<file path="src/hw/rtl/ccbs_pkg.sv">
package ccbs_pkg;

    // Field widths of the request and result channels.
    localparam int W_REQ_TYPE    = 1;
    localparam int W_CHANNEL     = 6;
    localparam int W_VALUE       = 8;
    localparam int W_BLOCK_START = 6;
    localparam int W_BLOCK_LEN   = 5;

    // Default sizing of the scanner.
    localparam int CHANNELS_DEF  = 64;
    localparam int MAX_BLOCK_DEF = 16;
    localparam int MIN_GAP_DEF   = 3;

    // A scan never reports more blocks than this.
    localparam int RESULT_CAP = 24;

    // Request type codes.
    localparam logic [W_REQ_TYPE-1:0] REQ_WRITE = 1'b0;
    localparam logic [W_REQ_TYPE-1:0] REQ_SCAN  = 1'b1;

    // Write enables of the two value stores.
    typedef struct packed {
        logic cur;
        logic snt;
    } t_mem_wr;

    // One result as it leaves the block.
    typedef struct packed {
        logic [W_BLOCK_START-1:0] block_start;
        logic [W_BLOCK_LEN-1:0]   block_len;
        logic                     last;
    } t_res;

endpackage

</file>
<file path="src/hw/rtl/ccbs_if.sv">
interface ccbs_in_if;
    import ccbs_pkg::*;

    logic                  valid;
    logic                  ready;
    logic [W_REQ_TYPE-1:0] req_type;
    logic [W_CHANNEL-1:0]  channel;
    logic [W_VALUE-1:0]    value;

    modport source (output valid, req_type, channel, value, input ready);
    modport sink (input valid, req_type, channel, value, output ready);
endinterface

interface ccbs_out_if;
    import ccbs_pkg::*;

    logic                     valid;
    logic                     ready;
    logic [W_BLOCK_START-1:0] block_start;
    logic [W_BLOCK_LEN-1:0]   block_len;
    logic                     last;

    modport source (output valid, block_start, block_len, last, input ready);
    modport sink (input valid, block_start, block_len, last, output ready);
endinterface

</file>
<file path="src/hw/rtl/ccbs_mem.sv">
module ccbs_mem #(
    parameter int CHANNELS = ccbs_pkg::CHANNELS_DEF
) (
    input  logic                             i_clk,
    input  logic                             i_rst_n,
    input  ccbs_pkg::t_mem_wr                i_wr,
    input  logic [$clog2(CHANNELS)-1:0]      i_cur_addr,
    input  logic [ccbs_pkg::W_VALUE-1:0]     i_cur_data,
    input  logic [$clog2(CHANNELS)-1:0]      i_snt_addr,
    input  logic [ccbs_pkg::W_VALUE-1:0]     i_snt_data,
    input  logic [$clog2(CHANNELS)-1:0]      i_rd_addr,
    output logic [ccbs_pkg::W_VALUE-1:0]     o_cur,
    output logic [ccbs_pkg::W_VALUE-1:0]     o_snt
);
    import ccbs_pkg::*;

    logic [W_VALUE-1:0] r_cur_mem [CHANNELS];
    logic [W_VALUE-1:0] r_snt_mem [CHANNELS];
    logic               r_cur_vld [CHANNELS];
    logic               r_snt_vld [CHANNELS];
    logic [W_VALUE-1:0] r_cur_q;
    logic [W_VALUE-1:0] r_snt_q;
    logic               r_cur_qv;
    logic               r_snt_qv;

    // Entries never written since reset read as zero.
    always_ff @(posedge i_clk) begin
        if (!i_rst_n) begin
            for (int e = 0; e < CHANNELS; e++) begin
                r_cur_vld[e] <= 1'b0;
                r_snt_vld[e] <= 1'b0;
            end
        end else begin
            if (i_wr.cur) begin
                r_cur_vld[i_cur_addr] <= 1'b1;
            end
            if (i_wr.snt) begin
                r_snt_vld[i_snt_addr] <= 1'b1;
            end
        end
    end

    always_ff @(posedge i_clk) begin
        if (i_wr.cur) begin
            r_cur_mem[i_cur_addr] <= i_cur_data;
        end
        if (i_wr.snt) begin
            r_snt_mem[i_snt_addr] <= i_snt_data;
        end
        r_cur_q  <= r_cur_mem[i_rd_addr];
        r_snt_q  <= r_snt_mem[i_rd_addr];
        r_cur_qv <= r_cur_vld[i_rd_addr];
        r_snt_qv <= r_snt_vld[i_rd_addr];
    end

    assign o_cur = r_cur_qv ? r_cur_q : '0;
    assign o_snt = r_snt_qv ? r_snt_q : '0;

endmodule

</file>
<file path="src/hw/rtl/changed_channel_block_scanner.sv">
// Changed-channel block scanner.
// Requests arrive on i_req (valid/ready). A write request stores one channel
// value and produces no result; writes to channels at or above CHANNELS are
// dropped. A scan request walks the current and last-sent stores, one channel
// per cycle while the walk is not stalled, starting at the round-robin
// pointer, and reports each run of changed channels on o_res as a start and a
// length. Every reported block is copied into the sent store as it is walked.
// The final result of a scan carries last; when nothing differs, a single
// result with zero length and last is given.
// During a scan the walk reads one channel per cycle from the two value
// memories unless stalled, and a block cut at MAX_BLOCK on a changed channel
// makes the walk look at that channel again. No new request is taken during a
// scan. Results pass through a holding slot and an output register, so a
// stalled receiver only halts the walk when both are full.
// After reset both stores read as zero and the pointer is zero; reset is
// synchronous and active low.
module changed_channel_block_scanner #(
    parameter int CHANNELS  = ccbs_pkg::CHANNELS_DEF,
    parameter int MAX_BLOCK = ccbs_pkg::MAX_BLOCK_DEF,
    parameter int MIN_GAP   = ccbs_pkg::MIN_GAP_DEF
) (
    input logic        i_clk,
    input logic        i_rst_n,
    ccbs_in_if.sink    i_req,
    ccbs_out_if.source o_res
);
    import ccbs_pkg::*;

    localparam int AW = $clog2(CHANNELS);
    localparam int LW = $clog2(MAX_BLOCK + 1);
    localparam int KW = $clog2(MAX_BLOCK + MIN_GAP);
    localparam int QW = KW + 1;
    localparam int GW = $clog2(MIN_GAP + 1);
    localparam int CW = $clog2(CHANNELS) + 3;
    localparam int NW = $clog2(RESULT_CAP + 1);

    localparam logic [AW-1:0] LAST_CH = AW'(CHANNELS - 1);
    localparam logic [AW:0]   CH_P    = (AW + 1)'(CHANNELS);
    localparam logic [CW-1:0] CH_C    = CW'(CHANNELS);
    localparam logic [QW-1:0] MAX_Q   = QW'(MAX_BLOCK);
    localparam logic [LW-1:0] MAX_L   = LW'(MAX_BLOCK);
    localparam logic [GW-1:0] GAP_G   = GW'(MIN_GAP);
    localparam logic [NW-1:0] CAP_N   = NW'(RESULT_CAP);

    typedef enum logic [2:0] {
        ST_IDLE  = 3'b001,
        ST_SCAN  = 3'b010,
        ST_FLUSH = 3'b100
    } t_state;

    t_state          r_state, n_state;
    logic [AW-1:0]   r_ptr, n_ptr;
    logic [AW-1:0]   r_i, n_i;
    logic            r_blk, n_blk;
    logic            r_wrap, n_wrap;
    logic [AW-1:0]   r_s, n_s;
    logic [KW-1:0]   r_k, n_k;
    logic [GW-1:0]   r_run, n_run;
    logic [CW-1:0]   r_chk, n_chk;
    logic [NW-1:0]   r_n, n_n;
    logic            r_pend_vld, n_pend_vld;
    t_res            r_pend, n_pend;
    logic            r_out_vld, n_out_vld;
    t_res            r_out, n_out;

    t_mem_wr         wr;
    logic [W_VALUE-1:0] w_cur;
    logic [W_VALUE-1:0] w_snt;
    logic            ch_ok;

    logic            diff;
    logic            last_ch;
    logic            start_now;
    logic            end_d;
    logic            end_gap;
    logic            end_arr;
    logic            blk_end;
    logic            brk;
    logic            out_free;
    logic            stall;
    logic            is_final;
    logic [AW-1:0]   i_inc;
    logic [AW-1:0]   s_e;
    logic [AW-1:0]   ptr_new;
    logic [AW:0]     ptr_sum;
    logic [KW-1:0]   k_e;
    logic [GW-1:0]   run_e;
    logic [GW-1:0]   run_new;
    logic [QW-1:0]   kp1;
    logic [QW-1:0]   q;
    logic [LW-1:0]   len;
    logic [CW-1:0]   chk_base;
    logic [CW-1:0]   chk_end;
    logic [NW-1:0]   n_inc;

    // Value stores; the read address is the channel the walk looks at next.
    ccbs_mem #(
        .CHANNELS(CHANNELS)
    ) u_mem (
        .i_clk     (i_clk),
        .i_rst_n   (i_rst_n),
        .i_wr      (wr),
        .i_cur_addr(AW'(i_req.channel)),
        .i_cur_data(i_req.value),
        .i_snt_addr(r_i),
        .i_snt_data(w_cur),
        .i_rd_addr (n_i),
        .o_cur     (w_cur),
        .o_snt     (w_snt)
    );

    assign i_req.ready       = (r_state == ST_IDLE);
    assign o_res.valid       = r_out_vld;
    assign o_res.block_start = r_out.block_start;
    assign o_res.block_len   = r_out.block_len;
    assign o_res.last        = r_out.last;

    assign ch_ok = int'(i_req.channel) < CHANNELS;

    // Per-channel evaluation of the walk. In search mode a changed channel
    // opens a block at offset zero, so the same end tests cover both modes.
    always_comb begin
        diff      = (w_cur != w_snt);
        last_ch   = (r_i == LAST_CH);
        i_inc     = last_ch ? '0 : r_i + 1'b1;
        start_now = !r_blk && diff;
        s_e       = r_blk ? r_s : r_i;
        k_e       = r_blk ? r_k : '0;
        run_e     = r_blk ? r_run : '0;
        run_new   = diff ? '0 : run_e + 1'b1;
        kp1       = QW'(k_e) + 1'b1;
        q         = kp1 - QW'(run_new);

        // A changed channel past the cap closes the block and is looked at
        // again as the start of the next one.
        end_d   = r_blk && diff && (QW'(k_e) >= MAX_Q);
        // A full gap, or an unchanged run that can only start past the cap.
        end_gap = r_blk && !diff && ((run_new == GAP_G) || (q >= MAX_Q));
        // The block reaches the end of the array.
        end_arr = (r_blk || diff) && last_ch && !end_d && !end_gap;
        blk_end = end_d || end_gap || end_arr;

        priority if (end_d) begin
            len = MAX_L;
        end else if (end_gap) begin
            len = (q >= MAX_Q) ? MAX_L : LW'(q);
        end else begin
            len = (kp1 >= MAX_Q) ? MAX_L : LW'(kp1);
        end

        // The distance skipped over the wrap counts toward the scan budget.
        chk_base = (start_now && r_wrap) ? r_chk + CW'(r_i) : r_chk;
        chk_end  = chk_base + CW'(len);
        ptr_sum  = (AW + 1)'(s_e) + (AW + 1)'(len);
        ptr_new  = (ptr_sum == CH_P) ? '0 : ptr_sum[AW-1:0];
        n_inc    = r_n + 1'b1;
        is_final = (chk_end >= CH_C) || (n_inc == CAP_N);

        // Search gives up at the array end when it started at channel zero,
        // or after the wrap once it is back at the pointer.
        brk = last_ch ? (r_ptr == '0) : (r_wrap && (i_inc == r_ptr));

        out_free = !r_out_vld || o_res.ready;
        stall    = blk_end && r_pend_vld && !out_free;
    end

    always_comb begin
        n_state    = r_state;
        n_ptr      = r_ptr;
        n_i        = r_i;
        n_blk      = r_blk;
        n_wrap     = r_wrap;
        n_s        = r_s;
        n_k        = r_k;
        n_run      = r_run;
        n_chk      = r_chk;
        n_n        = r_n;
        n_pend_vld = r_pend_vld;
        n_pend     = r_pend;
        n_out_vld  = r_out_vld && !o_res.ready;
        n_out      = r_out;
        wr         = '0;

        unique case (r_state)
            ST_IDLE: begin
                // Keep the read port on the pointer so a scan starts with data.
                n_i = r_ptr;
                if (i_req.valid) begin
                    unique case (i_req.req_type)
                        REQ_WRITE: begin
                            wr.cur = ch_ok;
                        end
                        REQ_SCAN: begin
                            n_state = ST_SCAN;
                            n_blk   = 1'b0;
                            n_wrap  = 1'b0;
                            n_chk   = '0;
                            n_n     = '0;
                        end
                    endcase
                end
            end
            ST_SCAN: begin
                if (blk_end) begin
                    if (!stall) begin
                        wr.snt     = diff && !end_d;
                        n_ptr      = ptr_new;
                        n_n        = n_inc;
                        n_chk      = chk_end;
                        n_blk      = 1'b0;
                        n_wrap     = 1'b0;
                        if (r_pend_vld) begin
                            n_out     = r_pend;
                            n_out_vld = 1'b1;
                        end
                        n_pend.block_start = W_BLOCK_START'(s_e);
                        n_pend.block_len   = W_BLOCK_LEN'(len);
                        n_pend.last        = is_final;
                        n_pend_vld         = 1'b1;
                        if (is_final) begin
                            n_state = ST_FLUSH;
                        end else if (end_d) begin
                            n_i = r_i;
                        end else if (last_ch) begin
                            // The rest of the array is unchanged: search from
                            // channel zero, as a wrap unless the block ended
                            // exactly at the array end.
                            n_i = '0;
                            if (ptr_new != '0) begin
                                n_wrap = 1'b1;
                                n_chk  = chk_end + CH_C - CW'(ptr_new);
                            end
                        end else begin
                            n_i = i_inc;
                        end
                    end
                end else if (r_blk || diff) begin
                    wr.snt = diff;
                    n_blk  = 1'b1;
                    n_s    = s_e;
                    n_k    = k_e + 1'b1;
                    n_run  = run_new;
                    n_chk  = chk_base;
                    n_wrap = 1'b0;
                    n_i    = i_inc;
                end else if (brk) begin
                    if (r_pend_vld) begin
                        n_pend.last = 1'b1;
                    end else begin
                        n_pend.block_start = '0;
                        n_pend.block_len   = '0;
                        n_pend.last        = 1'b1;
                    end
                    n_pend_vld = 1'b1;
                    n_state    = ST_FLUSH;
                end else begin
                    n_i = i_inc;
                    if (last_ch) begin
                        n_wrap = 1'b1;
                        n_chk  = r_chk + CH_C - CW'(r_ptr);
                    end
                end
            end
            ST_FLUSH: begin
                if (out_free) begin
                    n_out      = r_pend;
                    n_out_vld  = 1'b1;
                    n_pend_vld = 1'b0;
                    n_state    = ST_IDLE;
                end
            end
            default: begin
                n_state = ST_IDLE;
            end
        endcase
    end

    always_ff @(posedge i_clk) begin
        if (!i_rst_n) begin
            r_state    <= ST_IDLE;
            r_ptr      <= '0;
            r_i        <= '0;
            r_blk      <= 1'b0;
            r_wrap     <= 1'b0;
            r_chk      <= '0;
            r_n        <= '0;
            r_pend_vld <= 1'b0;
            r_out_vld  <= 1'b0;
        end else begin
            r_state    <= n_state;
            r_ptr      <= n_ptr;
            r_i        <= n_i;
            r_blk      <= n_blk;
            r_wrap     <= n_wrap;
            r_chk      <= n_chk;
            r_n        <= n_n;
            r_pend_vld <= n_pend_vld;
            r_out_vld  <= n_out_vld;
        end
    end

    always_ff @(posedge i_clk) begin
        r_s    <= n_s;
        r_k    <= n_k;
        r_run  <= n_run;
        r_pend <= n_pend;
        r_out  <= n_out;
    end

`ifndef NO_ASSERTIONS
    a_ptr_range: assert property (@(posedge i_clk) disable iff (!i_rst_n)
        int'(r_ptr) < CHANNELS)
        else $error("scan pointer beyond the channel count");

    a_idle_no_pend: assert property (@(posedge i_clk) disable iff (!i_rst_n)
        (r_state == ST_IDLE) |-> !r_pend_vld)
        else $error("result left in holding slot after a scan");

    a_snt_in_scan: assert property (@(posedge i_clk) disable iff (!i_rst_n)
        wr.snt |-> (r_state == ST_SCAN) && !stall)
        else $error("sent store written outside an active scan step");

    a_result_cap: assert property (@(posedge i_clk) disable iff (!i_rst_n)
        r_n <= CAP_N)
        else $error("result count beyond the cap");
`endif

endmodule
</file>
<file path="src/flat_wrapper.sv">
// flat-port wrapper written by rule: the top's interface ports become plain ports
module changed_channel_block_scanner_flat import ccbs_pkg::*;
#(
    parameter int CHANNELS  = ccbs_pkg::CHANNELS_DEF,
    parameter int MAX_BLOCK = ccbs_pkg::MAX_BLOCK_DEF,
    parameter int MIN_GAP   = ccbs_pkg::MIN_GAP_DEF
)
  (i_clk, i_rst_n, i_req_valid, i_req_req_type, i_req_channel, i_req_value, i_req_ready, o_res_valid, o_res_block_start, o_res_block_len, o_res_last, o_res_ready);
  ccbs_in_if i_req_i ();
  ccbs_out_if o_res_i ();
  input logic i_clk;
  input logic i_rst_n;
  input wire logic [$bits(i_req_i.valid)-1:0] i_req_valid;
  input wire logic [$bits(i_req_i.req_type)-1:0] i_req_req_type;
  input wire logic [$bits(i_req_i.channel)-1:0] i_req_channel;
  input wire logic [$bits(i_req_i.value)-1:0] i_req_value;
  output wire logic [$bits(i_req_i.ready)-1:0] i_req_ready;
  output wire logic [$bits(o_res_i.valid)-1:0] o_res_valid;
  output wire logic [$bits(o_res_i.block_start)-1:0] o_res_block_start;
  output wire logic [$bits(o_res_i.block_len)-1:0] o_res_block_len;
  output wire logic [$bits(o_res_i.last)-1:0] o_res_last;
  input wire logic [$bits(o_res_i.ready)-1:0] o_res_ready;
  assign i_req_i.valid = i_req_valid;
  assign i_req_i.req_type = i_req_req_type;
  assign i_req_i.channel = i_req_channel;
  assign i_req_i.value = i_req_value;
  assign i_req_ready = i_req_i.ready;
  assign o_res_valid = o_res_i.valid;
  assign o_res_block_start = o_res_i.block_start;
  assign o_res_block_len = o_res_i.block_len;
  assign o_res_last = o_res_i.last;
  assign o_res_i.ready = o_res_ready;
  changed_channel_block_scanner #(.CHANNELS(CHANNELS), .MAX_BLOCK(MAX_BLOCK), .MIN_GAP(MIN_GAP)) u_core (.i_clk(i_clk), .i_rst_n(i_rst_n), .i_req(i_req_i), .o_res(o_res_i));
endmodule
</file>
<file path="config.mk">
export PLATFORM = sky130hd
export DESIGN_NAME = changed_channel_block_scanner_flat
export DESIGN_NICKNAME = d
export VERILOG_FILES = /design/src/hw/rtl/ccbs_pkg.sv /design/src/hw/rtl/ccbs_if.sv /design/src/hw/rtl/ccbs_mem.sv /design/src/hw/rtl/changed_channel_block_scanner.sv /design/src/flat_wrapper.sv
export SDC_FILE = /design/constraint.sdc
export NUM_CORES = 2
export LEC_CHECK = 0
export BUFFER_PORTS_ARGS = -buffer_cell sky130_fd_sc_hd__buf_2
export CAP_MARGIN = 20
export CORE_MARGIN = 3
export CORE_UTILIZATION = 50
export CTS_BUF_LIST = sky130_fd_sc_hd__clkbuf_8
export CTS_CLUSTER_DIAMETER = 30
export DETAILED_ROUTE_END_ITERATION = 12
export GPL_TIMING_DRIVEN = 0
export HOLD_SLACK_MARGIN = 0.02
export PLACE_DENSITY_LB_ADDON = 0.05
export SLEW_MARGIN = 20
export SYNTH_ARGS = -nofsm -noshare
export SYNTH_HDL_FRONTEND = slang
export SYNTH_HIERARCHICAL = 1
export SYNTH_SLANG_ARGS = --single-unit
</file>
<file path="constraint.sdc">
create_clock -name i_clk -period 8.4 [get_ports i_clk]
set_input_delay 2.1 -clock i_clk [delete_from_list [all_inputs] [get_ports i_clk]]
set_output_delay 2.1 -clock i_clk [all_outputs]
set_load 0.02 [all_outputs]
</file>
==> insert_results.sql <==
INSERT INTO impl_metrics (metric_group, metric, value, unit) VALUES
('cells_and_area', 'most-common-layout-cells', 'sky130_fd_sc_hd__edfxtp_1 (1,061), sky130_fd_sc_hd__mux4_2 (260), sky130_fd_sc_hd__clkbuf_8 (257)', ''),
('sta', 'relSlewSlack', '18.0', '%'),
('detailed_routing', 'detail-route-antenna-nets', '0', ''),
('global_routing', 'grt_max_degree', '65', ''),
('cells_and_area', 'drive_above_1_share', '30.3', '%'),
('synthesis', 'synth.lib_cells_used.distinct', '92', ''),
('placed_design', 'place_congestion', '0.916', ''),
('clock_network', 'clock_tree.buffer_depth', '3', ''),
('synthesis', 'syn_nets', '3052', ''),
('synthesis', 'synth.cell_area', '51100', 'um^2'),
('synthesis', 'synthCells', '2982', ''),
('floorplanning', 'io_pins', '33', ''),
('power_and_ir_drop', 'cellPowerDensity', '264', 'nW/um^2'),
('sta', 'fin_skew', '0.0434', 'ns'),
('sta', 'setup_repair_after_global_routing_missed_its_margin', 'yes', ''),
('sta', 'final_max_slew_viol_count', '0', ''),
('sta', 'post-route-period-util', '105', '%'),
('power_and_ir_drop', 'p_int', '0.0115', 'W'),
('detailed_routing', 'route.detailed.drc', '0', ''),
('power_and_ir_drop', 'p_sw_share', '28.2', '%'),
('setup_path', 'path_max_fanout', '10', ''),
('floorplanning', 'die_width', '326', 'um'),
('clock_network', 'cts_tree', 'done', ''),
('setup_path', 'r2r.worst_path.cells', '42', ''),
('power_and_ir_drop', 'leakagePower', '20.8', 'nW'),
('clock_network', 'tritoncts.num_buffers', '240', ''),
('synthesis', 'synthesis.yosys.warnings', '6', ''),
('detailed_routing', 'drtPass1Iterations', '5', ''),
('global_routing', 'via_count_of_the_first_global_routing_pass', '31162', ''),
('setup_path', 'critical_path.most_common_cell', 'sky130_fd_sc_hd__buf_12', ''),
('detailed_routing', 'detail_route.vias_per_cell', '6.37', ''),
('floorplanning', 'die_h', '326', 'um'),
('sta', 'finalCriticalPeriod', '8.83', 'ns'),
('sta', 'setup_viol', '18', ''),
('floorplanning', 'initial_utilization', '50.7', '%'),
('detailed_routing', 'wl_met1', '65.4', 'mm'),
('clock_network', 'cts_max_level', '4', ''),
('setup_path', 'critPathRequiredTime', '9.11', 'ns'),
('setup_path', 'crit_slowest_cell', 'sky130_fd_sc_hd__mux4_2', ''),
('setup_path', 'crit_arrival', '9.54', 'ns'),
('placed_design', 'numPortBuffers', '27', ''),
('detailed_routing', 'via_count', '31336', ''),
('global_routing', 'grt_first_pass_wirelength', '230', 'mm'),
('sta', 'layout_setup_ws', '-0.425', 'ns'),
('global_routing', 'grt_overflow', '0', ''),
('detailed_routing', 'drt_first_iter_violations', '4065', ''),
('setup_path', 'setup.worst_path.class', 'flop to flop', ''),
('status', 'failing_checks', 'negative setup slack', ''),
('synthesis', 'ys_flop_type', 'sky130_fd_sc_hd__edfxtp_1', ''),
('job', 'timing.max_cap.violations', '0', ''),
('power_and_ir_drop', 'share_seq_of_total_power', '42.4', '%'),
('status', 'run_status', 'complete, but fails checks', ''),
('detailed_routing', 'wl', '165', 'mm'),
('power_and_ir_drop', 'irDropWorstVdd', '0.199', 'mV'),
('cells_and_area', 'count_of_nets_after_finishing', '3418', ''),
('power_and_ir_drop', 'share_comb_of_total_power', '19.0', '%'),
('clock_network', 'clk_transition_reported_paths', '0.05', 'ns'),
('clock_network', 'cts_num_sinks', '1240', ''),
('detailed_routing', 'avgRoutedWirePerCell', '33.4', 'um'),
('power_and_ir_drop', 'clockPowerShare', '38.7', '%'),
('clock_network', 'root_buffer', 'sky130_fd_sc_hd__clkbuf_8', ''),
('global_routing', 'grt_total_usage', '30.8', '%'),
('global_routing', 'grt_antenna_before_repair', '4', ''),
('detailed_routing', 'highest-signal-layer', 'met5', ''),
('clock_network', 'ctsHoldBuffers', '0', ''),
('clock_network', 'worstSkewPairLatency', '0.91', 'ns'),
('sta', 'setup_total_negative_slack', '-6.52', 'ns'),
('synthesis', 'part_of_the_yosys_area_used_for_sequential_elements', '69.3', '%'),
('placed_design', 'hpwlAfterDp', '105', 'mm'),
('sta', 'slew_of_the_pin_with_the_lowest_slew_margin', '1.23', 'ns'),
('floorplanning', 'design.die.area', '106000', 'um^2');
[timing repair]
item	in CTS	in global routing
gates resized for setup	308	49
endpoints found under the setup margin	37	18
pin swaps	63	40
gates cloned	20	3
setup buffers	62	12
[synthesized netlist by cell type, types with 10 or more instances]
cell type                     n  area (um^2)
sky130_fd_sc_hd__nand4_1     16          100
sky130_fd_sc_hd__o21a_1     132          991
sky130_fd_sc_hd__buf_1       13         48.8
sky130_fd_sc_hd__mux4_2     260         5860
sky130_fd_sc_hd__o211ai_1    14          105
sky130_fd_sc_hd__and2_1      34          213
sky130_fd_sc_hd__xnor2_1     26          228
sky130_fd_sc_hd__o21ai_1     25          125
sky130_fd_sc_hd__mux2i_1    115         1150
sky130_fd_sc_hd__nor2b_1     31          194
sky130_fd_sc_hd__nor3_1      22          110
sky130_fd_sc_hd__xor2_1      17          149
sky130_fd_sc_hd__ha_1        45          563
sky130_fd_sc_hd__a311oi_1    10         87.6
sky130_fd_sc_hd__nor2_1     203          762
sky130_fd_sc_hd__o21ai_0     44          220
sky130_fd_sc_hd__a211oi_2    11          138
sky130_fd_sc_hd__inv_1       44          165
sky130_fd_sc_hd__a21o_1      15          113
sky130_fd_sc_hd__a211oi_1    16          120
sky130_fd_sc_hd__a22oi_1     38          285
sky130_fd_sc_hd__nand3_1     46          230
sky130_fd_sc_hd__edfxtp_1  1061        31900
sky130_fd_sc_hd__nand3b_1    10         75.1
sky130_fd_sc_hd__nand2b_1    14         87.6
sky130_fd_sc_hd__or3_1       12         75.1
sky130_fd_sc_hd__a221oi_1    28          245
sky130_fd_sc_hd__a21oi_1     57          285
sky130_fd_sc_hd__buf_2       39          195
sky130_fd_sc_hd__a31oi_1     21          131
sky130_fd_sc_hd__o22ai_1     18          113
sky130_fd_sc_hd__dfxtp_1    179         3580
sky130_fd_sc_hd__nand2_1    132          495
sky130_fd_sc_hd__buf_6       26          293
sky130_fd_sc_hd__clkbuf_1    64          240
[layout make-up]
cell class                      count  area (um^2)
Antenna cell                        4         10.0
Buffer                            154         1410
Clock buffer                      255         3510
Clock inverter                    199         1600
Fill cell                        7643        40200
Inverter                           47          179
Multi-Input combinational cell   1555        15700
Sequential cell                  1240        35500
Tap cell                         1357         1700
Timing Repair Buffer              110         1000
[power by group through the flow]
| stage | Sequential, W | Clock, W | Combinational [W] |
|---|---|---|---|
| 3_3_place_gp | 0.00687 | 0 | 0.00241 |
| 2_1_floorplan | 0.00686 | 0 | 0.00159 |
| 6_report | 0.00677 | 0.00618 | 0.00303 |
| 3_5_place_dp | 0.00687 | 0 | 0.00243 |
| 5_1_grt | 0.00677 | 0.00658 | 0.00321 |
| 4_1_cts | 0.00677 | 0.00629 | 0.00291 |
[per-stage QoR]
stage / total power, W / std cells / instance area, um^2 / hold WS, ns / setup WS, ns
4_1_cts: 0.0160 / 4904 / 60200 / 0.417 / -0.342
6_report: 0.0160 / 4921 / 60600 / 0.416 / -0.425
5_1_grt: 0.0166 / 4918 / 60600 / 0.425 / -0.686
3_5_place_dp: 0.00930 / 4369 / 53000 / 0.405 / -4.40
3_3_place_gp: 0.00928 / 4366 / 53000 / 0.402 / -4.23
2_1_floorplan: 0.00845 / 2982 / 51100 / 0.400 / 0.0134
[metal layers]
layer  vias up  global-route usage [%]
met5         -                       0
met4         2                    12.9
met3       351                    8.10
met2      1751                    46.8
met1     16437                    42.5
li1      12795                       -
[logic make-up (layout without fill, tap and decap cells)]
kind of cell               Yosys count  count (layout)  synth area share (%)
AOI/OAI and AO/OA                  499             499                  7.19
xor gates and xnor gates            44              44                 0.769
buffers and inverters              203             765                  2.22
DFF                               1240            1240                  69.3
adders and majority gates           51              51                  1.34
and+or+nand+nor                    562             578                  5.25
other                                0               4                     0
muxes                              383             383                  13.9
[flip-flops by register name, summed over array words and instances (netlist names), 2 cells and up]
| signal | flops |
|---|---|
| u_core/o_res.block_start | 6 |
| u_core/r_run | 2 |
| u_core/u_mem/r_snt_q | 8 |
| u_core/r_n | 5 |
| u_core/r_pend | 12 |
| u_core/u_mem/r_cur_mem | 512 |
| u_core/r_chk | 9 |
| u_core/u_mem/r_cur_q | 8 |
| u_core/r_state | 3 |
| u_core/u_mem/r_cur_vld | 64 |
| u_core/r_i | 6 |
| u_core/u_mem/r_snt_vld | 64 |
| u_core/r_s | 6 |
| u_core/r_k | 5 |
| u_core/u_mem/r_snt_mem | 512 |
| u_core/o_res.block_len | 5 |
| u_core/r_ptr | 6 |
[worst paths after layout]
kind	endpoint	startpoint
max	u_core/u_mem/r_cur_q[5]	u_core/u_mem/r_cur_q[6]
min	u_core/o_res.block_start[5]	u_core/r_pend[11]
max reg2reg	u_core/u_mem/r_cur_q[5]	u_core/u_mem/r_cur_q[6]
min reg2reg	u_core/o_res.block_start[5]	u_core/r_pend[11]
[worst max-delay path: cells and delay by family, from the launching register on]
family	cells	cell delay, ns
adders and majority gates	3	0.58
xor gates and xnor gates	2	0.22
and+or+nand+nor	9	1.86
buffers and inverters	11	1.71
muxes	2	0.67
AOI/OAI and AO/OA	15	3.13
DFF	1	0.44
Power figures use the tool's default switching activity.
